`src/sv/assert_macros.svh`:
```
// Assertion helpers shared by the RTL. Every check is sampled on the rising
// clock edge and is switched off while the asynchronous reset is asserted.
`ifndef ASSERT_MACROS_SVH
`define ASSERT_MACROS_SVH

// The consequent must hold in the same cycle as the antecedent.
`define ASSERT_IMPL(label, ante, cons) \
    label: assert property (@(posedge clk) disable iff (!rst_n) (ante) |-> (cons)) \
        else $error("assertion failed");

// The consequent must hold in the cycle after the antecedent.
`define ASSERT_NEXT(label, ante, cons) \
    label: assert property (@(posedge clk) disable iff (!rst_n) (ante) |=> (cons)) \
        else $error("assertion failed");

`endif

```
`src/sv/mswdt_pkg.sv`:
```
package mswdt_pkg;

    // Geometry of the watchdog.
    localparam int STAGE_COUNT = 2;
    localparam int COUNT_BITS  = 54;

    // Register map, word indexes.
    localparam int REG_COUNT = STAGE_COUNT * 4 + 4;
    localparam int IX_CONFIG = STAGE_COUNT * 4;
    localparam int IX_STATUS = IX_CONFIG + 1;
    localparam int IX_ARM    = IX_CONFIG + 2;
    localparam int IX_FIRE   = IX_CONFIG + 3;

    // Command codes.
    localparam logic [31:0] ARM_BASE     = 32'h0000_CD00;
    localparam logic [31:0] ARM_DISABLE  = 32'h0000_CD07;
    localparam logic [31:0] FIRE_DISABLE = 32'h0000_07CD;
    localparam logic [7:0]  FIRE_LOW     = 8'hCD;
    localparam logic [23:0] FIRE_SEL_MIN = 24'd1;
    localparam logic [23:0] FIRE_SEL_MAX = 24'd6;

    typedef enum logic [1:0] {
        ACT_TICK  = 2'd0,
        ACT_READ  = 2'd1,
        ACT_WRITE = 2'd2,
        ACT_NONE  = 2'd3
    } action_t;

    typedef enum logic [1:0] {
        OP_CAPTURE = 2'd0,
        OP_LOAD    = 2'd1,
        OP_CLEAR   = 2'd2,
        OP_DISABLE = 2'd3
    } op_t;

    // Word within a stage's group of four registers.
    typedef enum logic [1:0] {
        W_TERM_LO = 2'd0,
        W_TERM_HI = 2'd1,
        W_CNT_LO  = 2'd2,
        W_CNT_HI  = 2'd3
    } word_t;

    // One bus or tick transaction.
    typedef struct packed {
        action_t     action;
        logic [3:0]  address;
        logic [31:0] write_data;
    } req_t;

    // Result of one transaction.
    typedef struct packed {
        logic [31:0] read_data;
        logic [1:0]  timeout_lines;
        logic        final_timeout;
        logic        access_error;
    } rsp_t;

    // Decoded fire command.
    typedef struct packed {
        logic error;
        logic act;
        op_t  op;
        logic stage;
    } fire_t;

    // Reads one 32-bit half of a counter-width value; missing bits read 0.
    function automatic logic [31:0] read_half(logic [COUNT_BITS-1:0] v, logic hi);
        logic [63:0] w;
        w = 64'(v);
        return hi ? w[63:32] : w[31:0];
    endfunction

    // Replaces one 32-bit half of a counter-width value.
    function automatic logic [COUNT_BITS-1:0] write_half(logic [COUNT_BITS-1:0] v,
                                                          logic hi, logic [31:0] d);
        logic [63:0] w;
        w = 64'(v);
        if (hi)
        begin
            w[63:32] = d;
        end
        else
        begin
            w[31:0] = d;
        end
        return w[COUNT_BITS-1:0];
    endfunction

    // Checks a fire code against the armed code.
    function automatic fire_t fire_decode(logic [31:0] fire, logic [31:0] arm);
        fire_t       f;
        logic [23:0] nn;
        logic [23:0] sel;
        f   = '{error: 1'b0, act: 1'b0, op: OP_CAPTURE, stage: 1'b0};
        nn  = fire[31:8];
        sel = nn - FIRE_SEL_MIN;
        if (fire == FIRE_DISABLE)
        begin
            f.op    = OP_DISABLE;
            f.error = (arm != ARM_DISABLE);
            f.act   = (arm == ARM_DISABLE);
        end
        else if (fire[7:0] != FIRE_LOW || nn < FIRE_SEL_MIN || nn > FIRE_SEL_MAX)
        begin
            f.error = 1'b1;
        end
        else if (32'(sel[0]) >= 32'(STAGE_COUNT))
        begin
            f.error = 1'b1;
        end
        else if (arm != (ARM_BASE | {24'h0, nn[7:0]}))
        begin
            f.error = 1'b1;
        end
        else
        begin
            f.act   = 1'b1;
            f.op    = op_t'(sel[2:1]);
            f.stage = sel[0];
        end
        return f;
    endfunction

endpackage

```
`src/sv/mswdt_core.sv`:
```
`include "assert_macros.svh"

module mswdt_core (
    input  logic                clk,
    input  logic                rst_n,
    input  logic                cfg_we,
    input  logic                cfg_wdata,
    input  logic                req_valid,
    input  mswdt_pkg::req_t     req,
    output mswdt_pkg::rsp_t     rsp
);

    localparam int S  = mswdt_pkg::STAGE_COUNT;
    localparam int CB = mswdt_pkg::COUNT_BITS;

    localparam logic [4:0] REG_COUNT_A = 5'(mswdt_pkg::REG_COUNT);
    localparam logic [4:0] IX_CONFIG_A = 5'(mswdt_pkg::IX_CONFIG);
    localparam logic [4:0] IX_STATUS_A = 5'(mswdt_pkg::IX_STATUS);
    localparam logic [4:0] IX_ARM_A    = 5'(mswdt_pkg::IX_ARM);

    // Architectural state.
    logic                 rol_reg;
    logic [S-1:0][CB-1:0] staged_reg,    staged_next;
    logic [S-1:0][CB-1:0] captured_reg,  captured_next;
    logic [S-1:0][CB-1:0] active_reg,    active_next;
    logic [S-1:0][CB-1:0] remaining_reg, remaining_next;
    logic [S-1:0]         running_reg,   running_next;
    logic [S-1:0]         timeout_reg,   timeout_next;
    logic                 en_reg,        en_next;
    logic [7:0]           tickdiv_reg,   tickdiv_next;
    logic                 dbgdis_reg,    dbgdis_next;
    logic [31:0]          arm_reg,       arm_next;
    logic [31:0]          fire_reg,      fire_next;
    logic [7:0]           prescale_reg,  prescale_next;

    logic [S-1:0][CB-1:0] elapsed;
    logic [S-1:0]         expire;
    logic [4:0]           addr_ext;
    logic                 addr_ok;
    logic [31:0]          rd;
    logic                 err;
    logic                 pulse;
    logic [3:0]           st_ext;
    logic                 idle_tick;
    mswdt_pkg::fire_t     fire_dec;

    assign addr_ext = {1'b0, req.address};
    assign addr_ok  = addr_ext < REG_COUNT_A;
    assign fire_dec = mswdt_pkg::fire_decode(req.write_data, arm_reg);

    // Elapsed count and expiry condition per stage.
    always_comb
    begin
        for (int s = 0; s < S; s++)
        begin
            elapsed[s] = active_reg[s] - remaining_reg[s];
            expire[s]  = en_reg && running_reg[s] && (remaining_reg[s] <= CB'(1));
        end
    end

    // Register read path.
    always_comb
    begin
        rd = '0;
        if (addr_ext < IX_CONFIG_A)
        begin
            for (int s = 0; s < S; s++)
            begin
                if (int'(req.address[3:2]) == s)
                begin
                    case (mswdt_pkg::word_t'(req.address[1:0]))
                        mswdt_pkg::W_TERM_LO: rd = mswdt_pkg::read_half(staged_reg[s], 1'b0);
                        mswdt_pkg::W_TERM_HI: rd = mswdt_pkg::read_half(staged_reg[s], 1'b1);
                        mswdt_pkg::W_CNT_LO:  rd = mswdt_pkg::read_half(captured_reg[s], 1'b0);
                        mswdt_pkg::W_CNT_HI:  rd = mswdt_pkg::read_half(captured_reg[s], 1'b1);
                        default:              rd = '0;
                    endcase
                end
            end
        end
        else if (addr_ext == IX_CONFIG_A)
        begin
            rd = 32'({tickdiv_reg, 1'b0, en_reg});
        end
        else if (addr_ext == IX_STATUS_A)
        begin
            rd     = 32'(timeout_reg);
            rd[31] = dbgdis_reg;
        end
        else if (addr_ext == IX_ARM_A)
        begin
            rd = arm_reg;
        end
        else
        begin
            rd = fire_reg;
        end
    end

    // Next state for one transaction.
    always_comb
    begin
        staged_next    = staged_reg;
        captured_next  = captured_reg;
        active_next    = active_reg;
        remaining_next = remaining_reg;
        running_next   = running_reg;
        timeout_next   = timeout_reg;
        en_next        = en_reg;
        tickdiv_next   = tickdiv_reg;
        dbgdis_next    = dbgdis_reg;
        arm_next       = arm_reg;
        fire_next      = fire_reg;
        prescale_next  = prescale_reg;
        err            = 1'b0;
        pulse          = 1'b0;

        if (req_valid)
        begin
            case (req.action)
                mswdt_pkg::ACT_TICK:
                begin
                    if (prescale_reg >= tickdiv_reg)
                    begin
                        prescale_next = '0;
                        if (expire[S-1])
                        begin
                            // Final stage ran out: stop, and reset if configured.
                            pulse                = 1'b1;
                            en_next              = 1'b0;
                            running_next         = '0;
                            remaining_next[S-1]  = '0;
                            timeout_next[S-1]    = 1'b1;
                            if (rol_reg)
                            begin
                                staged_next    = {S{{CB{1'b1}}}};
                                captured_next  = '0;
                                active_next    = {S{{CB{1'b1}}}};
                                remaining_next = {S{{CB{1'b1}}}};
                                timeout_next   = '0;
                                tickdiv_next   = '0;
                                dbgdis_next    = 1'b0;
                                arm_next       = '0;
                                fire_next      = '0;
                            end
                        end
                        else if (en_reg)
                        begin
                            for (int s = 0; s < S; s++)
                            begin
                                if (expire[s])
                                begin
                                    remaining_next[s] = '0;
                                    running_next[s]   = 1'b0;
                                    timeout_next[s]   = 1'b1;
                                end
                                else if (running_reg[s])
                                begin
                                    remaining_next[s] = remaining_reg[s] - CB'(1);
                                end
                            end
                            // An expiry hands over to the next stage, which
                            // starts counting on the following tick.
                            for (int s = 0; s < S - 1; s++)
                            begin
                                if (expire[s])
                                begin
                                    remaining_next[s+1] = active_reg[s+1];
                                    running_next[s+1]   = 1'b1;
                                end
                            end
                        end
                    end
                    else
                    begin
                        prescale_next = prescale_reg + 8'd1;
                    end
                end

                mswdt_pkg::ACT_READ:
                begin
                    err = !addr_ok;
                end

                mswdt_pkg::ACT_WRITE:
                begin
                    if (!addr_ok)
                    begin
                        err = 1'b1;
                    end
                    else if (addr_ext < IX_CONFIG_A)
                    begin
                        for (int s = 0; s < S; s++)
                        begin
                            if (int'(req.address[3:2]) == s)
                            begin
                                if (req.address[1])
                                begin
                                    captured_next[s] = mswdt_pkg::write_half(
                                        captured_reg[s], req.address[0], req.write_data);
                                end
                                else
                                begin
                                    staged_next[s] = mswdt_pkg::write_half(
                                        staged_reg[s], req.address[0], req.write_data);
                                end
                            end
                        end
                    end
                    else if (addr_ext == IX_CONFIG_A)
                    begin
                        // The enable bit can be set here but never cleared.
                        tickdiv_next = req.write_data[9:2];
                        if (req.write_data[0] && !en_reg)
                        begin
                            en_next         = 1'b1;
                            running_next[0] = 1'b1;
                        end
                    end
                    else if (addr_ext == IX_STATUS_A)
                    begin
                        timeout_next = '0;
                        dbgdis_next  = req.write_data[31];
                    end
                    else if (addr_ext == IX_ARM_A)
                    begin
                        arm_next = req.write_data;
                    end
                    else
                    begin
                        fire_next = req.write_data;
                        err       = fire_dec.error;
                        if (fire_dec.act)
                        begin
                            if (fire_dec.op == mswdt_pkg::OP_DISABLE)
                            begin
                                en_next      = 1'b0;
                                running_next = '0;
                            end
                            else
                            begin
                                for (int s = 0; s < S; s++)
                                begin
                                    if (int'(fire_dec.stage) == s)
                                    begin
                                        case (fire_dec.op)
                                            mswdt_pkg::OP_CAPTURE:
                                            begin
                                                captured_next[s] = elapsed[s];
                                            end
                                            mswdt_pkg::OP_LOAD:
                                            begin
                                                // New terminal keeps the elapsed count.
                                                remaining_next[s] =
                                                    (staged_reg[s] >= elapsed[s]) ?
                                                    staged_reg[s] - elapsed[s] : '0;
                                                active_next[s] = staged_reg[s];
                                                if (en_reg)
                                                begin
                                                    running_next[s] = 1'b1;
                                                end
                                            end
                                            mswdt_pkg::OP_CLEAR:
                                            begin
                                                if (en_reg)
                                                begin
                                                    for (int t = 0; t < S; t++)
                                                    begin
                                                        if (t > s)
                                                        begin
                                                            running_next[t] = 1'b0;
                                                        end
                                                    end
                                                    running_next[s] = 1'b1;
                                                end
                                                remaining_next[s] = active_reg[s];
                                                timeout_next[s]   = 1'b0;
                                            end
                                            default:
                                            begin
                                                running_next[s] = running_reg[s];
                                            end
                                        endcase
                                    end
                                end
                            end
                        end
                    end
                end

                default:
                begin
                    err = 1'b0;
                end
            endcase
        end
    end

    // Result of the transaction in flight.
    assign st_ext            = 4'(timeout_next);
    assign rsp.read_data     = (req.action == mswdt_pkg::ACT_READ && addr_ok) ? rd : '0;
    assign rsp.timeout_lines = st_ext[1:0];
    assign rsp.final_timeout = timeout_next[S-1] | pulse;
    assign rsp.access_error  = err;

    // State registers.
    always_ff @(posedge clk or negedge rst_n)
    begin
        if (!rst_n)
        begin
            rol_reg       <= 1'b1;
            staged_reg    <= {S{{CB{1'b1}}}};
            captured_reg  <= '0;
            active_reg    <= {S{{CB{1'b1}}}};
            remaining_reg <= {S{{CB{1'b1}}}};
            running_reg   <= '0;
            timeout_reg   <= '0;
            en_reg        <= 1'b0;
            tickdiv_reg   <= '0;
            dbgdis_reg    <= 1'b0;
            arm_reg       <= '0;
            fire_reg      <= '0;
            prescale_reg  <= '0;
        end
        else
        begin
            if (cfg_we)
            begin
                rol_reg <= cfg_wdata;
            end
            staged_reg    <= staged_next;
            captured_reg  <= captured_next;
            active_reg    <= active_next;
            remaining_reg <= remaining_next;
            running_reg   <= running_next;
            timeout_reg   <= timeout_next;
            en_reg        <= en_next;
            tickdiv_reg   <= tickdiv_next;
            dbgdis_reg    <= dbgdis_next;
            arm_reg       <= arm_next;
            fire_reg      <= fire_next;
            prescale_reg  <= prescale_next;
        end
    end

    // A tick transaction taken while the watchdog is disabled.
    assign idle_tick = req_valid && !en_reg && (req.action == mswdt_pkg::ACT_TICK);

    // A stage only runs while the watchdog is enabled.
    `ASSERT_IMPL(a_run_needs_en, !en_reg, running_reg == '0)

    // A tick while disabled never moves a counter.
    `ASSERT_NEXT(a_idle_tick_holds, idle_tick, $stable(remaining_reg))

    // The remaining count never exceeds the active terminal.
    for (genvar g = 0; g < S; g++)
    begin : g_chk
        `ASSERT_IMPL(a_rem_le_term, 1'b1, remaining_reg[g] <= active_reg[g])
    end

endmodule

```
`src/sv/multistage_watchdog_timer_top.sv`:
```
// Two-stage watchdog timer behind a bank of twelve 32-bit registers.
//
// Transactions enter on start with action, address and write_data: a base
// clock tick, a bus read or a bus write. busy is always low, so a transaction
// is taken on every clock edge at which start is high. Each transaction gives
// exactly one result on read_data, timeout_lines, final_timeout and
// access_error, marked by done for a single cycle, in the order taken.
// The receiver cannot stall: done is not held and no result is retained.
//
// A transaction is held in the input register and then in the result register, and
// the throughput is one transaction per cycle. The input register feeds one pass
// of logic (a 54-bit decrement and compare per stage, or a load subtraction) that
// updates the state and fills the result register.
//
// cfg_we/cfg_wdata write the expiry-reset bit (reset value 1); write it only
// while no transaction is in flight. Reset (rst_n low) stops all stages,
// disables the watchdog, sets terminals and remaining counts to all ones, clears the rest.
module multistage_watchdog_timer_top (
    input  logic        clk,
    input  logic        rst_n,
    input  logic        start,
    output logic        busy,
    input  logic [1:0]  action,
    input  logic [3:0]  address,
    input  logic [31:0] write_data,
    output logic        done,
    output logic [31:0] read_data,
    output logic [1:0]  timeout_lines,
    output logic        final_timeout,
    output logic        access_error,
    input  logic        cfg_we,
    input  logic        cfg_wdata
);

    logic              req_valid_reg;
    mswdt_pkg::req_t   req_reg;
    logic              done_reg;
    mswdt_pkg::rsp_t   rsp_reg;
    mswdt_pkg::rsp_t   rsp_next;

    // A new transaction is taken every cycle.
    assign busy = 1'b0;

    // Input register.
    always_ff @(posedge clk or negedge rst_n)
    begin
        if (!rst_n)
        begin
            req_valid_reg <= 1'b0;
        end
        else
        begin
            req_valid_reg <= start && !busy;
        end
    end

    always_ff @(posedge clk)
    begin
        req_reg <= '{action: mswdt_pkg::action_t'(action), address: address,
                     write_data: write_data};
    end

    mswdt_core u_core (
        .clk       (clk),
        .rst_n     (rst_n),
        .cfg_we    (cfg_we),
        .cfg_wdata (cfg_wdata),
        .req_valid (req_valid_reg),
        .req       (req_reg),
        .rsp       (rsp_next)
    );

    // Result register.
    always_ff @(posedge clk or negedge rst_n)
    begin
        if (!rst_n)
        begin
            done_reg <= 1'b0;
        end
        else
        begin
            done_reg <= req_valid_reg;
        end
    end

    always_ff @(posedge clk)
    begin
        rsp_reg <= rsp_next;
    end

    assign done          = done_reg;
    assign read_data     = rsp_reg.read_data;
    assign timeout_lines = rsp_reg.timeout_lines;
    assign final_timeout = rsp_reg.final_timeout;
    assign access_error  = rsp_reg.access_error;

endmodule

```
`config.mk`:
```
export PLATFORM = sky130hd
export DESIGN_NAME = multistage_watchdog_timer_top
export DESIGN_NICKNAME = d
export VERILOG_FILES = /design/src/sv/mswdt_pkg.sv /design/src/sv/mswdt_core.sv /design/src/sv/multistage_watchdog_timer_top.sv
export VERILOG_INCLUDE_DIRS = /design/src /design/src/sv
export SDC_FILE = /design/constraint.sdc
export NUM_CORES = 2
export LEC_CHECK = 0
export BUFFER_PORTS_ARGS = -buffer_cell sky130_fd_sc_hd__clkbuf_2
export CAP_MARGIN = 30
export CELL_PAD_IN_SITES_DETAIL_PLACEMENT = 0
export CELL_PAD_IN_SITES_GLOBAL_PLACEMENT = 1
export CORE_UTILIZATION = 40
export CTS_CLUSTER_DIAMETER = 100
export CTS_CLUSTER_SIZE = 28
export DETAILED_ROUTE_END_ITERATION = 7
export HOLD_SLACK_MARGIN = 0.15
export PLACE_DENSITY = 0.79
export RECOVER_POWER = 25
export SYNTH_ARGS = -nofsm -noshare
export SYNTH_HDL_FRONTEND = slang
export SYNTH_SLANG_ARGS = --single-unit
export TNS_END_PERCENT = 50
```
`constraint.sdc`:
```
create_clock -name clk -period 7.3 [get_ports clk]
set_input_delay 0.73 -clock clk [delete_from_list [all_inputs] [get_ports clk]]
set_output_delay 0.73 -clock clk [all_outputs]
set_load 0.05 [all_outputs]
```
---- Word level (Yosys, flattened, before mapping) ----
Index checks and enable logic that the tools add are counted.
W data, S select, Z words.
word-level totals
  flip-flop bits (word level) ............. 595
  input port bits ......................... 43
  output and inout bits ................... 38
cells by class
  $add $sub $neg .......................... 8
  $lt $le $gt $ge ......................... 9
  eq/ne operators ......................... 68
  mux-type cells .......................... 169
  bitwise operators ....................... 1
  reductions and logical operators ........ 36
operator list
  cell                     count
  $mux W108                33
  $mux W54                 22
  $pmux W108 S2            4
  $mux W32                 20
  $pmux W32 S4             2
  $pmux W54 S2             2
  $sub A54 B54 Y54         4
  $pmux W32 S2             2
  $ge A54 B54 Y1           2
  $le A54 B1 Y1 const B    2
  $sub A54 B1 Y54 const B  2
  $reduce_and A16 Y1       4
  $reduce_and A10 Y1       6
  $mux W8                  7
  $mux W2                  22
  $mux W1                  43
  $reduce_and A14 Y1       3
  $eq A32 B11 Y1 const B   1
  $eq A32 B16 Y1 const B   1
  $ne A32 B16 Y1           1
  $ne A32 B16 Y1 const B   1
  $reduce_and A15 Y1       2
  $gt A24 B3 Y1 const B    1
  $lt A24 B1 Y1 const B    1
  35 further kinds         103

---- Depth between registers and ports, before layout ----
  depth in word-level cells ............... 19
  mapped depth ............................ 27
  mapped depth without buffers ............ 26

---- Hierarchy ----
A second synthesis with hierarchy kept.
unflattened totals
  cell total of the unflattened synthesis .. 5506
  area total of the unflattened synthesis .. 44091.0 um^2
modules (own cells, without submodules)
  module                         times used  cells an instance  area an instance (um^2)  seq. area each (um^2)
  mswdt_core                     1           5428               42548.3                  13394.1
  multistage_watchdog_timer_top  1           78                 1542.7                   1531.5

---- Worst setup path after synthesis ----
No wires, ideal clock.
  kind .................................... register to register
  start ................................... reg u_core.active_reg[0] in the netlist's numbering
  end ..................................... reg u_core.remaining_reg[51] in the netlist's numbering
  library setup time ...................... 0.081 ns
  data arrival time ....................... 5.722 ns
  path slack .............................. 1.498 ns
  cell stages (with the launch flop) ...... 24
  buffers on the path ..................... 3
  cells stage by stage .................... dfstp_2 inv_1 ha_1 fa_1 nor2b_1 o31a_1 o31ai_2 o21ai_1 a2111oi_1 o41ai_1 a21oi_2 o21ai_2 a21oi_1 xor2_1 ha_1 clkbuf_1 nand3_1 or2_2 or3_1 o31ai_2 buf_2 buf_2 o21ai_0 a32oi_1
between the ends
  word-level cells in the longest chain between the ends .. 13
  elaborated cells on any way between the ends .. 14
  those cells by class .................... 2 x add/sub; 1 x order compare; 11 x mux
RTL lines
  item                                                       line                                  text
  from (decl)                                                mswdt_core.sv:25                      logic [S-1:0][CB-1:0] active_reg, active_next;
  from (signal assigned)                                     mswdt_core.sv:314                     active_reg <= {S{{CB{1'b1}}}};
  from (signal assigned)                                     mswdt_core.sv:333                     active_reg <= active_next;
  $sub A54 B54 Y54 *                                         mswdt_core.sv:56                      elapsed[s] = active_reg[s] - remaining_reg[s];
  $sub A54 B54 Y54 / $ge A54 B54 Y1 (equally long branches)  mswdt_core.sv:256, mswdt_core.sv:255
  $mux W54 *                                                 mswdt_core.sv:255                     (staged_reg[s] >= elapsed[s]) ?
  $pmux W54 S2 *                                             mswdt_core.sv:246                     case (fire_dec.op)
  $mux W54 *                                                 mswdt_core.sv:244                     if (int'(fire_dec.stage) == s)
  $mux W108 *                                                mswdt_core.sv:235                     if (fire_dec.op == mswdt_pkg::OP_DISABLE)
  $mux W108 *                                                mswdt_core.sv:233                     if (fire_dec.act)
  $mux W108 *                                                mswdt_core.sv:225                     else if (addr_ext == IX_ARM_A)
  $mux W108 *                                                mswdt_core.sv:220                     else if (addr_ext == IX_STATUS_A)
  $mux W108 *                                                mswdt_core.sv:210                     else if (addr_ext == IX_CONFIG_A)
  $mux W108 *                                                mswdt_core.sv:191                     else if (addr_ext < IX_CONFIG_A)
  $mux W108 *                                                mswdt_core.sv:187                     if (!addr_ok)
  $pmux W108 S2 *                                            mswdt_core.sv:120                     case (req.action)
  to (signal assigned)                                       mswdt_core.sv:315                     remaining_reg <= {S{{CB{1'b1}}}};
  to (signal assigned)                                       mswdt_core.sv:334                     remaining_reg <= remaining_next;
  to (decl)                                                  mswdt_core.sv:26                      logic [S-1:0][CB-1:0] remaining_reg, remaining_next;
Every way passes the cells marked *; elsewhere a longest branch is shown, timed or not. The select of a mux whose other input is x is not followed.
A chain may end at the register's enable or synchronous reset.

---- Worst setup path in the final report ----
  start ................................... reg u_core.remaining_reg[0] in the netlist's numbering
  end ..................................... reg u_core.remaining_reg[3] in the netlist's numbering
between the ends
  word-level cells in the longest chain between the ends .. 13
  elaborated cells on any way between the ends .. 24
  those cells by class .................... 3 x add/sub; 2 x order compare; 1 x eq/ne; 16 x mux; 2 x reduce/logical
RTL lines
  item                                                       line
  $sub A54 B54 Y54                                           mswdt_core.sv:56
  $sub A54 B54 Y54 / $ge A54 B54 Y1 (equally long branches)  mswdt_core.sv:256, mswdt_core.sv:255
  $mux W54                                                   mswdt_core.sv:255
  $pmux W54 S2                                               mswdt_core.sv:246
  $mux W54                                                   mswdt_core.sv:244
  $mux W108                                                  mswdt_core.sv:235
  $mux W108                                                  mswdt_core.sv:233
  $mux W108                                                  mswdt_core.sv:225
  $mux W108                                                  mswdt_core.sv:220
  $mux W108                                                  mswdt_core.sv:210
  $mux W108                                                  mswdt_core.sv:191
  $mux W108                                                  mswdt_core.sv:187
  $pmux W108 S2                                              mswdt_core.sv:120
Parallel ways exist; a longest one is shown, timed or not. The select of a mux whose other input is x is not followed.

==> summary.txt <==
status: finished with violations
violated checks: capacitance limit, slew limit
P_leak: 19.6 nW
die area: 0.110 mm2
port bufs: 79
layout cells sized above 1: 13.3%
Critical Path RT: 7.83 ns
cts bufs inserted: 35
critical path peak fanout: 18
Period minus WS final: 6.98 ns
Worst EP arrival: 7.51 ns
Overall Global Routing Usage: 33.5%
internal power: 12.1 mW
Final Cell Area: 0.0465 mm2
top-area cell type share of the netlist area: 19.7%
Comb pwr share: 70.4%
VDD IR max: 297 uV
YS warnings: 0
EDFF count, synth: 0
H-tree lvl count: 2
Sink Count: 595
critical path class: reg -> reg
FF+latch count, synth: 595
crit start category: register
first-pass GRT wire length: 272000 um
Top FF cell, synth: dfstp_2
setup violators final: 0
Worst-path clk slew: 0.11 ns
core area: 0.107 mm2
Setup crit end kind: register
Worst Tran Pin Value: 4.94 ns
nets@finish: 5555
flop-to-flop setup slack: 0.32 ns
hold slack: 0.168 ns
synthesized instance count: 5374
Sequential Power Share: 20.5%
Placer Congestion: 1.05
worst setup path start: u_core.remaining_reg[0]
Max Slew Vio Count: 195
clock power share: 9.1%
setup tns final: 0 ns
clock buffer depth: 3
I/O pin count: 81
crit path capture: u_core.remaining_reg[3]
reg-to-reg startpoint: u_core.remaining_reg[0]
Syn Nets: 5659
Synth Cell Area: 0.0433 mm2
worst reg2reg path depth: 23
Die Ht: 331 um
die width: 331 um
RSZ-0062 raised after global routing: false
placed standard-cell area: 0.0452 mm2
Routed WL: 186000 um
drt pass-1 iters: 6
row cnt: 120
fin crit share: 95.6%
DR vias: 42400
Unique masters post-synth: 103
worst-skew pair later-pin latency: 0.66 ns
Layout area overhead: 7.35%
dominant cells by area after synthesis: dfstp_2, dfrtp_1, o21ai_0
fillcell total: 10900
DRC: 0
vias in the first global route: 39400
switching part of the total power: 54.8%
DR iter-0 viols: 5039
initial antenna violation count: 15
DP Wirelength: 142000 um
total power: 26.7 mW
P_sw: 14.6 mW
drt via density: 6.33
CTS Root Cell: clkbuf_16
FFs w/ async S/R, synth: 87.6%
cell area power density: 574 mW/mm2
max cap viols: 2
wire per inst: 27.8 um
Slew headroom: -229%
CTS tree: done
Worst Hold Class: in -> reg
final clock skew: 0.0528 ns
largest net degree at the start of global routing: 161
Fmax achieved: 143 MHz
FF-to-FF End: u_core.remaining_reg[3]
Mapped Avg Cell Area: 8.05 um2
final hold vios: 0
initial core utilization: 40.4%
Yosys top cell by area: dfstp_2
register area share after synthesis: 34.5%
Detail Route Antenna Nets: 0
Remaining Overflow, GRT: 0
-- power by group through the flow --
stage	clock [mW]	sequential (mW)	combinational (mW)
final	2.43	5.45	18.8
after global placement	0	5.44	18.3
after floorplan	0	4.99	12.3
after CTS	2.46	5.40	18.3
after global routing	2.55	5.52	20.1
after detailed placement	0	5.46	18.2
-- logic make-up after synthesis --
logic type	Yosys count	synth area share (%)
AND/OR/NAND/NOR	1878	19.6
AO/OA/AOI/OAI	1815	26.2
flip-flops	595	34.5
buffers and inverters	513	4.64
XOR/XNOR	244	4.94
adder cells (fa/ha/maj)	242	7.07
multiplexers	86	3.08
other	1	0.00867
-- placed cells by master (no fill, tap or decap), types with 60 or more instances in the layout --
| master | Yosys | final |
|---|---|---|
| nand2_1 | 808 | 803 |
| o21ai_0 | 643 | 641 |
| nor2_1 | 471 | 468 |
| a21oi_1 | 393 | 393 |
| dfstp_2 | 325 | 324 |
| ha_1 | 238 | 236 |
| dfrtp_1 | 196 | 196 |
| inv_1 | 181 | 179 |
| a21o_1 | 164 | 163 |
| xnor2_1 | 156 | 156 |
| nand3_1 | 136 | 135 |
| buf_4 | 1 | 96 |
| xor2_1 | 88 | 88 |
| nor3_1 | 87 | 85 |
| dfxtp_1 | 74 | 70 |
| nand4_1 | 63 | 63 |
| clkbuf_2 | 0 | 61 |
| a211oi_1 | 61 | 60 |
-- synth_stat cells, types with 27 or more instances --
master,n
a22oi_1,38
o21ai_0,643
mux4_2,36
a21oi_1,393
and2_1,27
nand2b_1,39
a221oi_1,51
o211ai_1,41
nand2_1,808
a211oi_1,61
nor4_1,42
dfrtp_1,196
ha_1,238
and3_1,48
o21bai_1,35
nor2_1,471
nand4_1,63
nor3_1,87
o21a_1,37
dfxtp_1,74
xor2_1,88
or3_1,36
a31oi_1,36
dfstp_2,325
nand3_1,136
mux2i_1,33
o22ai_1,43
inv_1,181
clkbuf_1,290
o31ai_1,38
xnor2_1,156
a21o_1,164
nor2b_1,51
-- worst min-delay path by stage --
stage | to | start | depth (start not counted)
floorplan | done | req_valid_reg | 0
detailed placement | u_core.captured_reg[3] | u_core.captured_reg[3] | 2
CTS | req_reg[14] | write_data[14] | 1
finish | req_reg[18] | write_data[18] | 1
global placement | u_core.captured_reg[3] | u_core.captured_reg[3] | 2
global route | req_reg[28] | write_data[28] | 1
-- critical path: stages, from the launching register on --
cell       delay (ns)
dfstp_2          0.61
ha_1             0.21
fa_1             0.23
nor2b_1          0.08
o31a_1           0.28
o31ai_2          0.37
o21ai_1          0.18
a2111oi_1        0.78
o41ai_2          0.25
a21oi_2          0.32
o21ai_2          0.22
a31oi_1          0.25
xor2_1           0.28
ha_1             0.42
nand2_1          0.21
or3_1            0.27
a21oi_1          0.08
a211oi_1         0.44
o21ai_0          0.30
a21boi_1         0.37
nor2_1           0.07
buf_4            0.25
a221oi_1         0.28
o31ai_1          0.12
-- final cells by class --
type                       instances  area [um2]  area share [%]
antenna                            6        15.0          0.0323
clock buffer                      43         927            2.00
clock inverter                    21         293           0.630
inverter                         182         689            1.48
multi-input combinational       4266       26500            57.1
sequential                       595       14900            32.2
tap                             1403        1760            3.78
timing repair buffer             190        1320            2.83
-- metrics by stage --
step | setup WS [ns] | utilization (%) | instances
after floorplan | 1.50 | - | 5374
after global placement | 0.393 | 42.0 | 6625
after detailed placement | 0.277 | 42.1 | 6631
after CTS | 0.245 | 43.3 | 6696
after global routing | 0.0278 | 43.3 | 6700
final | 0.319 | 43.3 | 6706
-- timing repair --
action / in CTS / in global routing
hold buffers: 1 / 0
hold endpoints to repair: 4 / 0
setup endpoints to repair: 0 / 82
buffers inserted: 0 / 2
resized for setup: 0 / 9
-- per-layer routing --
| metal | track usage (%) | wire length, um | up-vias |
|---|---|---|---|
| met5 | 0 | 27 | - |
| met4 | 16.1 | 10200 | 4 |
| met3 | 6.91 | 17800 | 376 |
| met2 | 48.3 | 77200 | 2163 |
| met1 | 47.6 | 81100 | 20800 |
| li1 | - | - | 19100 |
(Power assumes the default switching activity.)
